<file path="src/rtl/cfla_pkg.sv">
`default_nettype none

package cfla_pkg;

  localparam int unsigned IdxW   = 10;
  localparam int unsigned CntW   = 11;
  localparam int unsigned BytesW = 25;
  localparam int unsigned OffW   = 35;
  localparam int unsigned CfgIdxW = 1;

  typedef enum logic [1:0] {
    ST_OK        = 2'd0,
    ST_NO_CHUNK  = 2'd1,
    ST_RANGE     = 2'd2,
    ST_NONE_USED = 2'd3
  } status_e;

  typedef enum logic {
    OP_ACQUIRE = 1'b0,
    OP_RELEASE = 1'b1
  } op_e;

  localparam logic [CfgIdxW-1:0] REG_CHUNK_TOTAL = 1'd0;
  localparam logic [CfgIdxW-1:0] REG_CHUNK_BYTES = 1'd1;

  // decided result held while a stack read is in flight
  typedef struct packed {
    status_e          status;
    logic             pop;
    logic [IdxW-1:0]  index;
    logic [CntW-1:0]  in_use;
  } res_t;

endpackage

`default_nettype wire

</file>
<file path="src/rtl/cfla_out.sv">
`default_nettype none

module cfla_out (
  input  wire logic                        clk_i,
  input  wire logic                        rst_ni,
  input  wire logic [cfla_pkg::BytesW-1:0] chunk_bytes_i,
  input  wire logic                        res_valid_i,
  output logic                             res_ready_o,
  input  wire cfla_pkg::res_t              res_i,
  input  wire logic [cfla_pkg::IdxW-1:0]   ram_rdata_i,
  output logic                             out_valid_o,
  input  wire logic                        out_ready_i,
  output logic [cfla_pkg::IdxW-1:0]        granted_index_o,
  output logic [cfla_pkg::OffW-1:0]        byte_offset_o,
  output logic [1:0]                       status_o,
  output logic [cfla_pkg::CntW-1:0]        in_use_o
);

  logic                        out_valid_q;
  logic [cfla_pkg::IdxW-1:0]   index_q, index_d;
  logic [cfla_pkg::OffW-1:0]   offset_q, offset_d;
  cfla_pkg::status_e           status_q;
  logic [cfla_pkg::CntW-1:0]   in_use_q;
  logic                        load;

  assign res_ready_o = !out_valid_q || out_ready_i;
  assign load        = res_valid_i && res_ready_o;

  // popped index comes straight from the stack read
  assign index_d  = res_i.pop ? ram_rdata_i : res_i.index;
  assign offset_d = cfla_pkg::OffW'(index_d) * cfla_pkg::OffW'(chunk_bytes_i);

  always_ff @(posedge clk_i or negedge rst_ni) begin
    if (!rst_ni) begin
      out_valid_q <= 1'b0;
    end else if (load) begin
      out_valid_q <= 1'b1;
    end else if (out_ready_i) begin
      out_valid_q <= 1'b0;
    end
  end

  always_ff @(posedge clk_i) begin
    if (load) begin
      index_q  <= index_d;
      offset_q <= offset_d;
      status_q <= res_i.status;
      in_use_q <= res_i.in_use;
    end
  end

  assign out_valid_o     = out_valid_q;
  assign granted_index_o = index_q;
  assign byte_offset_o   = offset_q;
  assign status_o        = status_q;
  assign in_use_o        = in_use_q;

endmodule

`default_nettype wire

</file>
<file path="config.mk">
export PLATFORM = sky130hd
export DESIGN_NAME = cfla_out
export DESIGN_NICKNAME = d
export VERILOG_FILES = /design/src/rtl/cfla_pkg.sv /design/src/rtl/cfla_out.sv
export SDC_FILE = /design/constraint.sdc
export NUM_CORES = 1
export LEC_CHECK = 0
export BUFFER_PORTS_ARGS = -buffer_cell sky130_fd_sc_hd__buf_4
export CAP_MARGIN = 10
export CORE_MARGIN = 4
export CORE_UTILIZATION = 60
export DETAILED_ROUTE_END_ITERATION = 16
export PLACE_DENSITY = 0.82
export SYNTH_ARGS = -nofsm -noshare
export SYNTH_HDL_FRONTEND = slang
export SYNTH_SLANG_ARGS = --single-unit
</file>
<file path="constraint.sdc">
create_clock -name clk_i -period 6 [get_ports clk_i]
set_input_delay 0.3 -clock clk_i [delete_from_list [all_inputs] [get_ports clk_i]]
set_output_delay 0.3 -clock clk_i [all_outputs]
set_load 0.02 [all_outputs]
</file>
==> results.md <==
- The flow ran to the end, and the final reports show no timing, DRC or antenna violations.
- The launch point of the worst reg-to-reg path is out_valid_o.
- The diode insertion count for antenna repair is 0.
- The critical path in this run is classified as in -> reg.
- The length of routed met2 wiring is 12.5 mm.
- The latest clock arrival within the worst-skew pair is 0.33 ns.
- The timing startpoint of the critical path is res_i[21].
- At the end of the flow, the number of nets in the layout was 1450.
- The cell with the most instances on the worst path is sky130_fd_sc_hd__fa_1.
- In this run, CTS created clock tree buffers numbering 9.
- The number of buffers on the longest clock path is 2.
- The estimated wirelength of the detail-placed design is 18.4 mm.
- In this run, synthesis inferred 58 flip-flops with an integrated enable.
- For this run, the register share of the synthesized area comes to 17.7%.
- The final-report hold violation count was 0.
- In the post-synthesis netlist, the cell with the most instances is sky130_fd_sc_hd__inv_1.
- After global routing the overflow that remains totals 0.
- The worst max-slew margin expressed relative to the limit is 65.5%.
- The area of all sequential standard cells is 1770 um^2.
- The number of design rule violations left after detail routing is 0.
- Detailed routing inserted a total of 7566 vias.
- The max-slew violation count is 0.
- For this run, the total global-route usage over all layers was measured as 26.4%.
- The pin slew with the least headroom to its limit is 0.518 ns.
- After detailed placement, the total cell area comes to 11100 um^2.
- Measured on the finished design, the core utilization comes to 71.1%.
- Counting the fill cells in the layout gives 1206.
- Counting every instance in the synthesized netlist gives 1035.
- The final-layout worst hold slack is 0.137 ns.
- The finished cells cover 11400 um^2.
- The class of the worst hold path is in -> reg.
- In this run, synthesis produced a sequential element count of 59.
- The global-route wire length before repair is 38.5 mm.
- The via count of the first global-routing pass is 8221.
- The placer congestion estimate is 0.887.
- The detailed-routed wire length on met3 is 1.40 mm.
- The root buffer selected by CTS is sky130_fd_sc_hd__clkbuf_16.
- In the final routed layout, each cell accounts on average for 17.2 um.
- During placement, the flow inserted port buffers numbering 122.
- Relative to the synthesized area, the layout overhead comes to 14.6%.
- The worst path in the final design needs a cycle of 5.78 ns, including I/O delays and setup.
- The count of routing violations after the opening detailed-route iteration is 492.
- In this run the mean area of a mapped cell was 9.63 um^2.
- The worst setup path is launched from an input pin.
- The top layer reached by signal wires is met4.
- The detailed-route vias per instance is 5.58.
- The clock sink total is 59.
- The number of nets with antenna violations after routing is 0.
- The cell depth of the worst hold path is 1.
- The category of the worst setup path capture point is a flop.
- The cell at the slowest stage of the critical path is sky130_fd_sc_hd__fa_1.
- Pin placement for this block handled 123 I/O pins.
- The fraction of layout cells with a size suffix above 1 is 15.7%.
- The H-tree generated during clock tree synthesis spans 3 levels.
- Summed over its instances, the top area cell type makes up 36.6% of the synthesized netlist area.
- Synthesis produced a netlist with a net count of 1350.
- The number of core rows is 46.
- The area of the core is 16100 um^2.
- The portion of the clock cycle consumed by the worst path in the final layout is 96.3%.
- Ranked by total cell area, the synthesized netlist is headed by sky130_fd_sc_hd__fa_1 (37%), sky130_fd_sc_hd__edfxtp_1 (17%), sky130_fd_sc_hd__ha_1 (8.8%), sky130_fd_sc_hd__and2_1 (8.3%), sky130_fd_sc_hd__inv_1 (7.5%).
- The number of antenna violations at the first check in global routing came to 0.
- Once the floorplan was initialized, standard cells occupied 62.0% of the core.
- For this block, wires on met1 add up to 8.41 mm.
- Setup repair after global routing left no endpoint under its margin.
- The number of buffers added for setup after CTS is 0.
- Entering global routing, the biggest net connects 37 pins.
- On the worst path, the slowest cell contributes a delay of 0.57 ns.
- For this block, the routed nets add up to 23.3 mm of wire.
- The die span in y is 137 um.
- The maximum fanout encountered on the critical timing path is 19.
- The largest area contributor in the synthesized netlist is sky130_fd_sc_hd__fa_1.
- For this run, the top clock speed supported by timing is 173 MHz.
- The clock tree skew after final layout is 0.00746 ns.
- The TritonCTS clock tree is built.
- In this run the cell area of the synthesized design comes to 9960 um^2.
- The number of cells on the worst reg-to-reg path is 3.
- Counting instances in the post-synthesis netlist gives the leading cell types as sky130_fd_sc_hd__inv_1 (198), sky130_fd_sc_hd__fa_1 (182), sky130_fd_sc_hd__nand2_1 (151).
- The share of flip-flops with an asynchronous set or reset after synthesis is 1.69%.
- The die is 137 um wide.
- The multi-input combinational cells in the finished layout cover a total of 7270 um^2.
- The critical path arrival is 5.85 ns.
- The overall die area is 18700 um^2.
- The tool flagged a number of max-cap violations equal to 0.
- Setup violations remaining at the end of the flow were counted as 0.
- The post-CTS clock slew at the launch and capture registers of the worst setup and hold paths is 0.05 ns.
- The critical path goes through buf_4 -> mux2_2 -> and2_1 -> fa_1 -> fa_1 -> fa_1 -> fa_1 -> inv_1 -> fa_1 -> inv_1 -> ha_1 -> a21oi_2 -> o21ai_0 -> or3_1 -> a211oi_2 -> nor2_1 -> a41oi_1 -> xnor2_1.
- The worst hold path begins at res_i[23].
- The netlist uses 51 different library cells.
- During synthesis, Yosys emitted a total of 0 warnings.
- For this run, the leading register cell type out of synthesis is sky130_fd_sc_hd__edfxtp_1.
- The number of optimization iterations in the first detailed-route pass is 5.
- The data required time of the critical path is 6.08 ns.
[cells in the final DEF (no fill, tap or decap), types with 2 or more instances in the layout]
master                       instances
sky130_fd_sc_hd__nand2_1           151
sky130_fd_sc_hd__a41o_1              2
sky130_fd_sc_hd__mux2_2              4
sky130_fd_sc_hd__nand3_1             5
sky130_fd_sc_hd__clkbuf_16           9
sky130_fd_sc_hd__nand4_1             9
sky130_fd_sc_hd__a21o_1              9
sky130_fd_sc_hd__nand2b_1            5
sky130_fd_sc_hd__o21bai_1            3
sky130_fd_sc_hd__clkinv_1            2
sky130_fd_sc_hd__ha_1               70
sky130_fd_sc_hd__a21oi_1            32
sky130_fd_sc_hd__inv_1             198
sky130_fd_sc_hd__nor2_1             14
sky130_fd_sc_hd__and3_1              3
sky130_fd_sc_hd__clkinvlp_4          3
sky130_fd_sc_hd__xnor2_1            19
sky130_fd_sc_hd__nor3_1              8
sky130_fd_sc_hd__or3_1               2
sky130_fd_sc_hd__a31oi_1             4
sky130_fd_sc_hd__edfxtp_1           58
sky130_fd_sc_hd__mux2_4              6
sky130_fd_sc_hd__fa_1              182
sky130_fd_sc_hd__o21ai_0            15
sky130_fd_sc_hd__a211oi_1            2
sky130_fd_sc_hd__a41oi_1             2
sky130_fd_sc_hd__buf_4             142
sky130_fd_sc_hd__xor2_1             13
sky130_fd_sc_hd__o211ai_1            5
sky130_fd_sc_hd__o21a_1              3
sky130_fd_sc_hd__and2_1            131
sky130_fd_sc_hd__a21oi_2             4
[final cells by class]
cell class / instances / share of cell area [%]
Clock inverter: 7 / 0.603
Sequential cell: 59 / 15.5
Clock buffer: 9 / 1.97
Inverter: 198 / 6.51
Timing Repair Buffer: 143 / 9.42
Tap cell: 216 / 2.37
Multi-Input combinational cell: 724 / 63.7
[registers in the layout (all words and copies together), names as in the netlist]
register and flops:
granted_index_o 10, status_o 2, byte_offset_o 35, out_valid_o 1, in_use_o 11
[worst max-delay path, delay by kind of cell]
| family | cells | cell delay [ns] |
|---|---|---|
| buffers and inverters | 3 | 0.29 |
| AOI/OAI and AO/OA | 4 | 1.00 |
| and+or+nand+nor | 3 | 0.79 |
| muxes | 1 | 0.54 |
| adders and majority gates | 6 | 2.79 |
| xor gates and xnor gates | 1 | 0.13 |
[metal layers]
| metal | up-vias | global-route usage (%) |
|---|---|---|
| met3 | 80 | 4.23 |
| met1 | 3790 | 30.2 |
| met4 | 0 | 11.5 |
| li1 | 3388 | - |
| met5 | - | 0 |
| met2 | 308 | 48.8 |
[final timing paths]
check | endpoint | slack (ns)
max in group asynchronous | out_valid_o | 5.62
min | status_o[1] | 0.14
max reg2reg | byte_offset_o[24] | 4.17
max | byte_offset_o[27] | 0.22
min in group asynchronous | out_valid_o | 0.30
min reg2reg | out_valid_o | 0.53
[logic make-up after synthesis]
group,after synthesis,synth area share [%]
buffers and inverters,252,9.56
muxes,11,1.23
xor gates and xnor gates,32,2.81
adders and majority gates,252,45.4
AOI/OAI and AO/OA,96,6.63
and+or+nand+nor,333,16.7
DFF,59,17.7
[stage by stage]
stage	std cells	worst slack [ns]	TNS, ns
4_1_cts	1356	0.213	0
3_3_place_gp	1339	0.0748	0
2_1_floorplan	1035	0.123	0
5_1_grt	1356	0.00343	0
3_5_place_dp	1339	-0.0402	-0.0665
6_report	1356	0.221	0
[what timing repair did]
action	in CTS	in global routing
endpoints found under the hold margin	1	0
hold buffers	1	0
gates resized for setup	0	6
setup endpoints to repair	0	3
Power is not shown: default switching activity piles up to over one toggle a cycle in this logic, so the estimate is an artifact.
