$ cat config.mk
export PLATFORM = sky130hd
export DESIGN_NAME = cfla_ctrl
export DESIGN_NICKNAME = d
export VERILOG_FILES = /design/src/rtl/cfla_pkg.sv /design/src/rtl/cfla_ctrl.sv
export SDC_FILE = /design/constraint.sdc
export NUM_CORES = 1
export LEC_CHECK = 0
export ABC_CLOCK_PERIOD_IN_PS = 6700
export BUFFER_PORTS_ARGS = -buffer_cell sky130_fd_sc_hd__buf_2
export CORE_MARGIN = 3
export CORE_UTILIZATION = 38
export DETAILED_ROUTE_END_ITERATION = 8
export GPL_TIMING_DRIVEN = 1
export HOLD_SLACK_MARGIN = 0.02
export PLACE_DENSITY = 0.65
export SETUP_SLACK_MARGIN = 0.05
export SLEW_MARGIN = 20
export SYNTH_ARGS = -nofsm -noshare
export SYNTH_HDL_FRONTEND = slang
export SYNTH_SLANG_ARGS = --single-unit
$ cat constraint.sdc
create_clock -name clk_i -period 6.7 [get_ports clk_i]
set_input_delay 0.335 -clock clk_i [delete_from_list [all_inputs] [get_ports clk_i]]
set_output_delay 0.335 -clock clk_i [all_outputs]
set_load 0.03 [all_outputs]
$ cat src/rtl/cfla_pkg.sv
`default_nettype none

package cfla_pkg;

  localparam int unsigned IdxW   = 10;
  localparam int unsigned CntW   = 11;
  localparam int unsigned BytesW = 25;
  localparam int unsigned OffW   = 35;
  localparam int unsigned CfgIdxW = 1;

  typedef enum logic [1:0] {
    ST_OK        = 2'd0,
    ST_NO_CHUNK  = 2'd1,
    ST_RANGE     = 2'd2,
    ST_NONE_USED = 2'd3
  } status_e;

  typedef enum logic {
    OP_ACQUIRE = 1'b0,
    OP_RELEASE = 1'b1
  } op_e;

  localparam logic [CfgIdxW-1:0] REG_CHUNK_TOTAL = 1'd0;
  localparam logic [CfgIdxW-1:0] REG_CHUNK_BYTES = 1'd1;

  // decided result held while a stack read is in flight
  typedef struct packed {
    status_e          status;
    logic             pop;
    logic [IdxW-1:0]  index;
    logic [CntW-1:0]  in_use;
  } res_t;

endpackage

`default_nettype wire

$ cat src/rtl/cfla_ctrl.sv
`default_nettype none

module cfla_ctrl #(
  parameter int unsigned MAX_CHUNKS = 1024,
  localparam int unsigned AW   = (MAX_CHUNKS > 1) ? $clog2(MAX_CHUNKS) : 1,
  localparam int unsigned FD_W = $clog2(MAX_CHUNKS + 1)
) (
  input  wire logic                       clk_i,
  input  wire logic                       rst_ni,
  input  wire logic [cfla_pkg::CntW-1:0]  chunk_total_i,
  input  wire logic                       in_valid_i,
  output logic                            in_ready_o,
  input  wire logic                       operation_i,
  input  wire logic [cfla_pkg::IdxW-1:0]  chunk_index_i,
  output logic                            res_valid_o,
  input  wire logic                       res_ready_i,
  output cfla_pkg::res_t                  res_o,
  output logic                            ram_we_o,
  output logic                            ram_re_o,
  output logic [AW-1:0]                   ram_addr_o,
  output logic [cfla_pkg::IdxW-1:0]       ram_wdata_o
);

  logic [FD_W-1:0]           depth_q, depth_d;
  logic [cfla_pkg::CntW-1:0] bump_q, bump_d;
  logic [cfla_pkg::CntW-1:0] used_q, used_d;
  logic                      res_valid_q;
  cfla_pkg::res_t            res_q, res_d;
  logic [cfla_pkg::CntW-1:0] limit;
  logic                      accept;

  // chunk count clamped to the stack size
  always_comb begin
    if (32'(MAX_CHUNKS) < 32'(chunk_total_i)) begin
      limit = cfla_pkg::CntW'(MAX_CHUNKS);
    end else begin
      limit = chunk_total_i;
    end
  end

  assign in_ready_o = !res_valid_q || res_ready_i;
  assign accept     = in_valid_i && in_ready_o;

  always_comb begin
    depth_d     = depth_q;
    bump_d      = bump_q;
    used_d      = used_q;
    ram_we_o    = 1'b0;
    ram_re_o    = 1'b0;
    ram_addr_o  = AW'(depth_q);
    ram_wdata_o = chunk_index_i;
    res_d       = '{status: cfla_pkg::ST_OK, pop: 1'b0, index: '0, in_use: used_q};
    if (accept) begin
      if (operation_i == cfla_pkg::OP_ACQUIRE) begin
        if (depth_q != '0) begin
          depth_d    = depth_q - FD_W'(1);
          used_d     = used_q + cfla_pkg::CntW'(1);
          ram_re_o   = 1'b1;
          ram_addr_o = AW'(depth_q - FD_W'(1));
          res_d.pop  = 1'b1;
        end else if (bump_q < limit) begin
          bump_d      = bump_q + cfla_pkg::CntW'(1);
          used_d      = used_q + cfla_pkg::CntW'(1);
          res_d.index = cfla_pkg::IdxW'(bump_q);
        end else begin
          res_d.status = cfla_pkg::ST_NO_CHUNK;
        end
      end else begin
        if ({1'b0, chunk_index_i} >= limit) begin
          res_d.status = cfla_pkg::ST_RANGE;
        end else if (used_q == '0) begin
          res_d.status = cfla_pkg::ST_NONE_USED;
        end else if (32'(depth_q) >= 32'(MAX_CHUNKS)) begin
          res_d.status = cfla_pkg::ST_NO_CHUNK;
        end else begin
          depth_d     = depth_q + FD_W'(1);
          used_d      = used_q - cfla_pkg::CntW'(1);
          ram_we_o    = 1'b1;
          res_d.index = chunk_index_i;
        end
      end
      res_d.in_use = used_d;
    end
  end

  always_ff @(posedge clk_i or negedge rst_ni) begin
    if (!rst_ni) begin
      depth_q     <= '0;
      bump_q      <= '0;
      used_q      <= '0;
      res_valid_q <= 1'b0;
    end else begin
      depth_q <= depth_d;
      bump_q  <= bump_d;
      used_q  <= used_d;
      if (accept) begin
        res_valid_q <= 1'b1;
      end else if (res_ready_i) begin
        res_valid_q <= 1'b0;
      end
    end
  end

  always_ff @(posedge clk_i) begin
    if (accept) begin
      res_q <= res_d;
    end
  end

  assign res_valid_o = res_valid_q;
  assign res_o       = res_q;

endmodule

`default_nettype wire

==> results <==
- The worst pin sits at a relative slew slack of 27.06%.
- The nature of the critical path endpoint is an output pin.
- The critical path starts at depth_q[0]$_DFFE_PN0P_.
- The remaining global-route overflow is 0.
- For the final database, setup skew stands at 12.20 ps.
- The power density relative to cell area is 335.0 nW/µm².
- The start of the worst register-to-register path is depth_q[0]$_DFFE_PN0P_.
- TritonCTS built the clock tree.
- For this run, the number of Yosys warnings is 0.
- In this design, the largest share of critical-path delay is due to simple AND/OR/NAND/NOR gates.
- The post-synth design cell area is 3935 µm².
- Relative to the synthesized area, the layout overhead comes to 14.72%.
- Clock tree synthesis inserted a total of 9 buffers.
- The final-layout fill cell count is 948.
- The number of nets produced by synthesis is 465.
- Post-CTS timing repair inserted 0 buffers for setup.
- The sequential cell area in the final layout is 1572 µm².
- The last weighted congestion value of the routability-driven placer is 0.8800.
- In this run the tool buffered the top-level ports with 73 buffer cells.
- The all-layer global routing usage is 15.85%.
- In this run the core area contains 36 standard-cell rows.
- The part of the Yosys area used for sequential elements is 39.94%.
- The endpoint identified for the worst register-to-register timing path is bump_q[1]$_DFFE_PN0P_.
- The floorplan step set the die height to 107.8 µm.
- Once the floorplan was initialized, standard cells occupied 39.71% of the core.
- The final max-slew violation count is 0.
- The final sum of negative setup slack is 0 ps.
- Summed over all nets, the half-perimeter wirelength after detailed placement is 6460 µm.
- For this run, design rule violations remaining after detail routing come to 0.
- In this run, post-CTS repair resized a total of 0 instances.
- The timing-limited maximum frequency is 0.2778 GHz.
- After synthesis, the share of flip-flops with an asynchronous set or reset is 58.62%.
- The register-to-register setup slack is 3430 ps.
- The buffer levels on the longest clock path is 2.
- The vias after detailed routing is 3238.
- The slew of the pin with the lowest slew margin is 1086 ps.
- The clock net in this run drives a total of 58 sinks.
- The clock latency reported for the late side of the worst-skew pair is 340 ps.
- The floorplan step defined a die boundary enclosing 11610 µm².
- In this run the horizontal extent of the chip is 107.8 µm.
- The count of nets left with antenna violations after detail routing is 0.
- Summing all multi-input logic gate instances after layout gives 2113 µm².
- The via count of the first global-routing pass was 3030.
- Entering global routing, the biggest net connects 45 pins.
- Setup repair after global routing left no endpoint under its margin.
- Measured in cells, the most critical reg-to-reg path has a length of 8.
- The setup-violating endpoint count in the final report is 0.
- The tool flagged a number of max-cap violations equal to 0.
- The data arrival time of the critical path is 3260 ps.
- The wire length per cell is 14.65 µm.
- The first global-routing pass estimated 14750 µm of wire.
- The number of diodes is 0.
- In this run the worst hold path is classified as in2async.
- The root buffer cell is sky130_fd_sc_hd__clkbuf_8.
- The layout cell share with drive strength beyond 1 is 22.55%.
- The number of antenna violations at the first check in global routing is 0.
- The top-level port count is 74.
- For this run, the slowest stage of the critical path takes 450 ps.
- The worst path in the final design needs a cycle of 3599 ps, including I/O delays and setup.
- The fraction of the core area covered by cells at the end of the flow is 45.56%.
- The logic depth of the worst path, buffers included is 9.
- The buffer and inverter count on the worst path is 2.
- The highest ir drop seen on vdd is 129.9 µV.
- Among all stages on the critical path, the largest delay is contributed by sky130_fd_sc_hd__or3_1.
- Hold repair after CTS inserted 0 buffers.
- Among all flip-flop cells after synthesis, the most frequent one is sky130_fd_sc_hd__dfrtp_1.
- Synthesis inferred 58 register bits.
- The cell count after synthesis is 414.
- The number of enable flip-flop cells after synthesis is 24.
- The area of the core region is 9910 µm².
- The first-pass detailed-route iteration total is 5.
- Following the worst setup path forward leads to its endpoint at ram_addr_o[8].
- The total wire length after detailed routing is 8833 µm.
- The count of cell types in the netlist is 57.
- The number of hold violations in the final report is 0.
- Clock-pin slew was measured on the worst setup and hold paths at 70 ps.
- Summed over all cells, the static leakage comes to 0.001920 µW.
- The kind of launch point of the worst setup path is a register.
- The number of DRC markers after the initial detailed-route iteration is 196.
- The power consumption is 1512 µW.
- Dividing the synthesized area by the synthesized cell count gives 9.505 µm².
- The number of nets in the final layout is 516.
- The number of vias per cell after detailed routing is 5.370.
- The H-tree generated during clock tree synthesis spans 3 levels.
- The worst path required time is 6360 ps.
- The signal on the critical path passes through inv_1 -> ha_1 -> or3b_4 -> or3_1 -> or2_2 -> or4_1 -> nor3_1 -> a21o_1 -> buf_2.
- The critical path is of the reg2out type.
- Dividing the final minimum period by the clock period gives 53.72%.
- The flow ran to the end, and the final reports show no timing, DRC or antenna violations.
- The highest fanout seen on the critical path is 5.
## cells in the final DEF, fill, tap and decap left out, drive strengths merged, types with 2 or more instances in the layout
master  synthesis  layout
o221ai          2       2
xnor2          37      37
clkinv          0       3
o211ai          4       4
ha             25      25
nand2          43      43
o21ai          23      23
a21o            3       3
o21a            2       2
o31a            2       2
and3            3       3
nor2           28      28
clkbuf         16      11
edfxtp         24      24
nand3          17      17
o22ai           2       2
buf            20      76
and4            3       3
o32ai           3       3
mux2            4       4
or4             7       7
or4b            2       2
inv            15      15
nand3b          2       2
o31ai           3       3
xor2            6       6
dfrtp          34      34
or3            10      10
a21oi           9       9
bufinv          0       2
nand4          11      11
nor2b           2       2
and2            2       2
nand2b          7       7
a21boi          2       2
or2             2       2
a22o            9       9
mux2i           2       2
nor3           15      15
nor4            5       5
## registers in the layout, summed over array words and instances, names as in the netlist
signal       flops
res_o           24
res_valid_o      1
bump_q          11
used_q          11
depth_q         11
## report_power, final
group          internal [µW]  leakage (µW)  switching [µW]
clock network            218      0.000111             144
logic                    217       0.00115             336
registers                468      0.000661             129
total                    903       0.00192             609
## cells in the mapped netlist, types with 3 or more instances
cell type,number,area share [%]
sky130_fd_sc_hd__o21ai_0,20,2.5
sky130_fd_sc_hd__a21oi_1,9,1.1
sky130_fd_sc_hd__nand2_1,43,4.1
sky130_fd_sc_hd__and3_1,3,0.48
sky130_fd_sc_hd__nand3_1,17,2.2
sky130_fd_sc_hd__buf_2,4,0.51
sky130_fd_sc_hd__nor3_1,13,1.7
sky130_fd_sc_hd__dfrtp_1,34,22
sky130_fd_sc_hd__inv_1,15,1.4
sky130_fd_sc_hd__o31ai_1,3,0.57
sky130_fd_sc_hd__buf_4,12,2.3
sky130_fd_sc_hd__and4_1,3,0.67
sky130_fd_sc_hd__edfxtp_1,24,18
sky130_fd_sc_hd__o211ai_1,4,0.76
sky130_fd_sc_hd__xnor2_1,37,8.2
sky130_fd_sc_hd__mux2_2,3,0.86
sky130_fd_sc_hd__nor4_1,5,0.79
sky130_fd_sc_hd__clkbuf_1,16,1.5
sky130_fd_sc_hd__nor2_1,26,2.5
sky130_fd_sc_hd__a21o_1,3,0.57
sky130_fd_sc_hd__or3_1,9,1.4
sky130_fd_sc_hd__nand4_1,11,1.7
sky130_fd_sc_hd__ha_1,25,7.9
sky130_fd_sc_hd__o32ai_1,3,0.67
sky130_fd_sc_hd__nand2b_1,7,1.1
sky130_fd_sc_hd__xor2_1,6,1.3
sky130_fd_sc_hd__o21ai_1,3,0.38
sky130_fd_sc_hd__or4_1,7,1.3
sky130_fd_sc_hd__a22o_1,9,2.0
## how the worst min path moves through the flow
stage / depth (start not counted) / end
after CTS: 1 / depth_q[0]$_DFFE_PN0P_
after global routing: 1 / depth_q[0]$_DFFE_PN0P_
after detailed placement: 1 / bump_q[10]$_DFFE_PN0P_
after floorplan: 0 / bump_q[0]$_DFFE_PN0P_
after global placement: 1 / depth_q[1]$_DFFE_PN0P_
final: 1 / depth_q[0]$_DFFE_PN0P_
## kinds of logic after synthesis
| logic type | Yosys count | share of synthesized area [%] |
|---|---|---|
| flip-flops | 58 | 39.94 |
| buffers and inverters | 51 | 6.518 |
| XOR/XNOR | 43 | 9.571 |
| multiplexers | 6 | 1.749 |
| AO/OA/AOI/OAI | 69 | 12.31 |
| AND/OR/NAND/NOR | 162 | 21.97 |
| adder cells (fa/ha/maj) | 25 | 7.949 |
## metrics by stage
step / hold WS, ps / setup slack [ps] / instances / area, µm²
after floorplan: 39.41 / 3592 / 414 / 3935
after global placement: 469.7 / 3214 / 587 / 4289
after detailed placement: 472.9 / 3091 / 587 / 4289
after CTS: 101.8 / 3091 / 603 / 4508
after global routing: 143.6 / 2870 / 603 / 4514
final: 72.76 / 3101 / 603 / 4514
## area by class of cell
class / count / share of cell area [%]
clock inverter: 5 / 1.718
inverter: 15 / 1.247
sequential: 58 / 34.81
multi-input combinational: 305 / 46.81
timing repair buffer: 76 / 8.592
tap: 133 / 3.686
clock buffer: 11 / 3.132
## layer usage
layer	part of all wire (%)	GRT usage (%)	routed length, µm	up-vias
met5	0	0	0	-
met3	8.3	4.019	732	14
li1	-	-	-	1587
met2	44	24.07	3906	126
met4	1.8	5.410	156	0
met1	46	21.92	4038	1511
No activity file was read; power rests on OpenSTA's default activity.
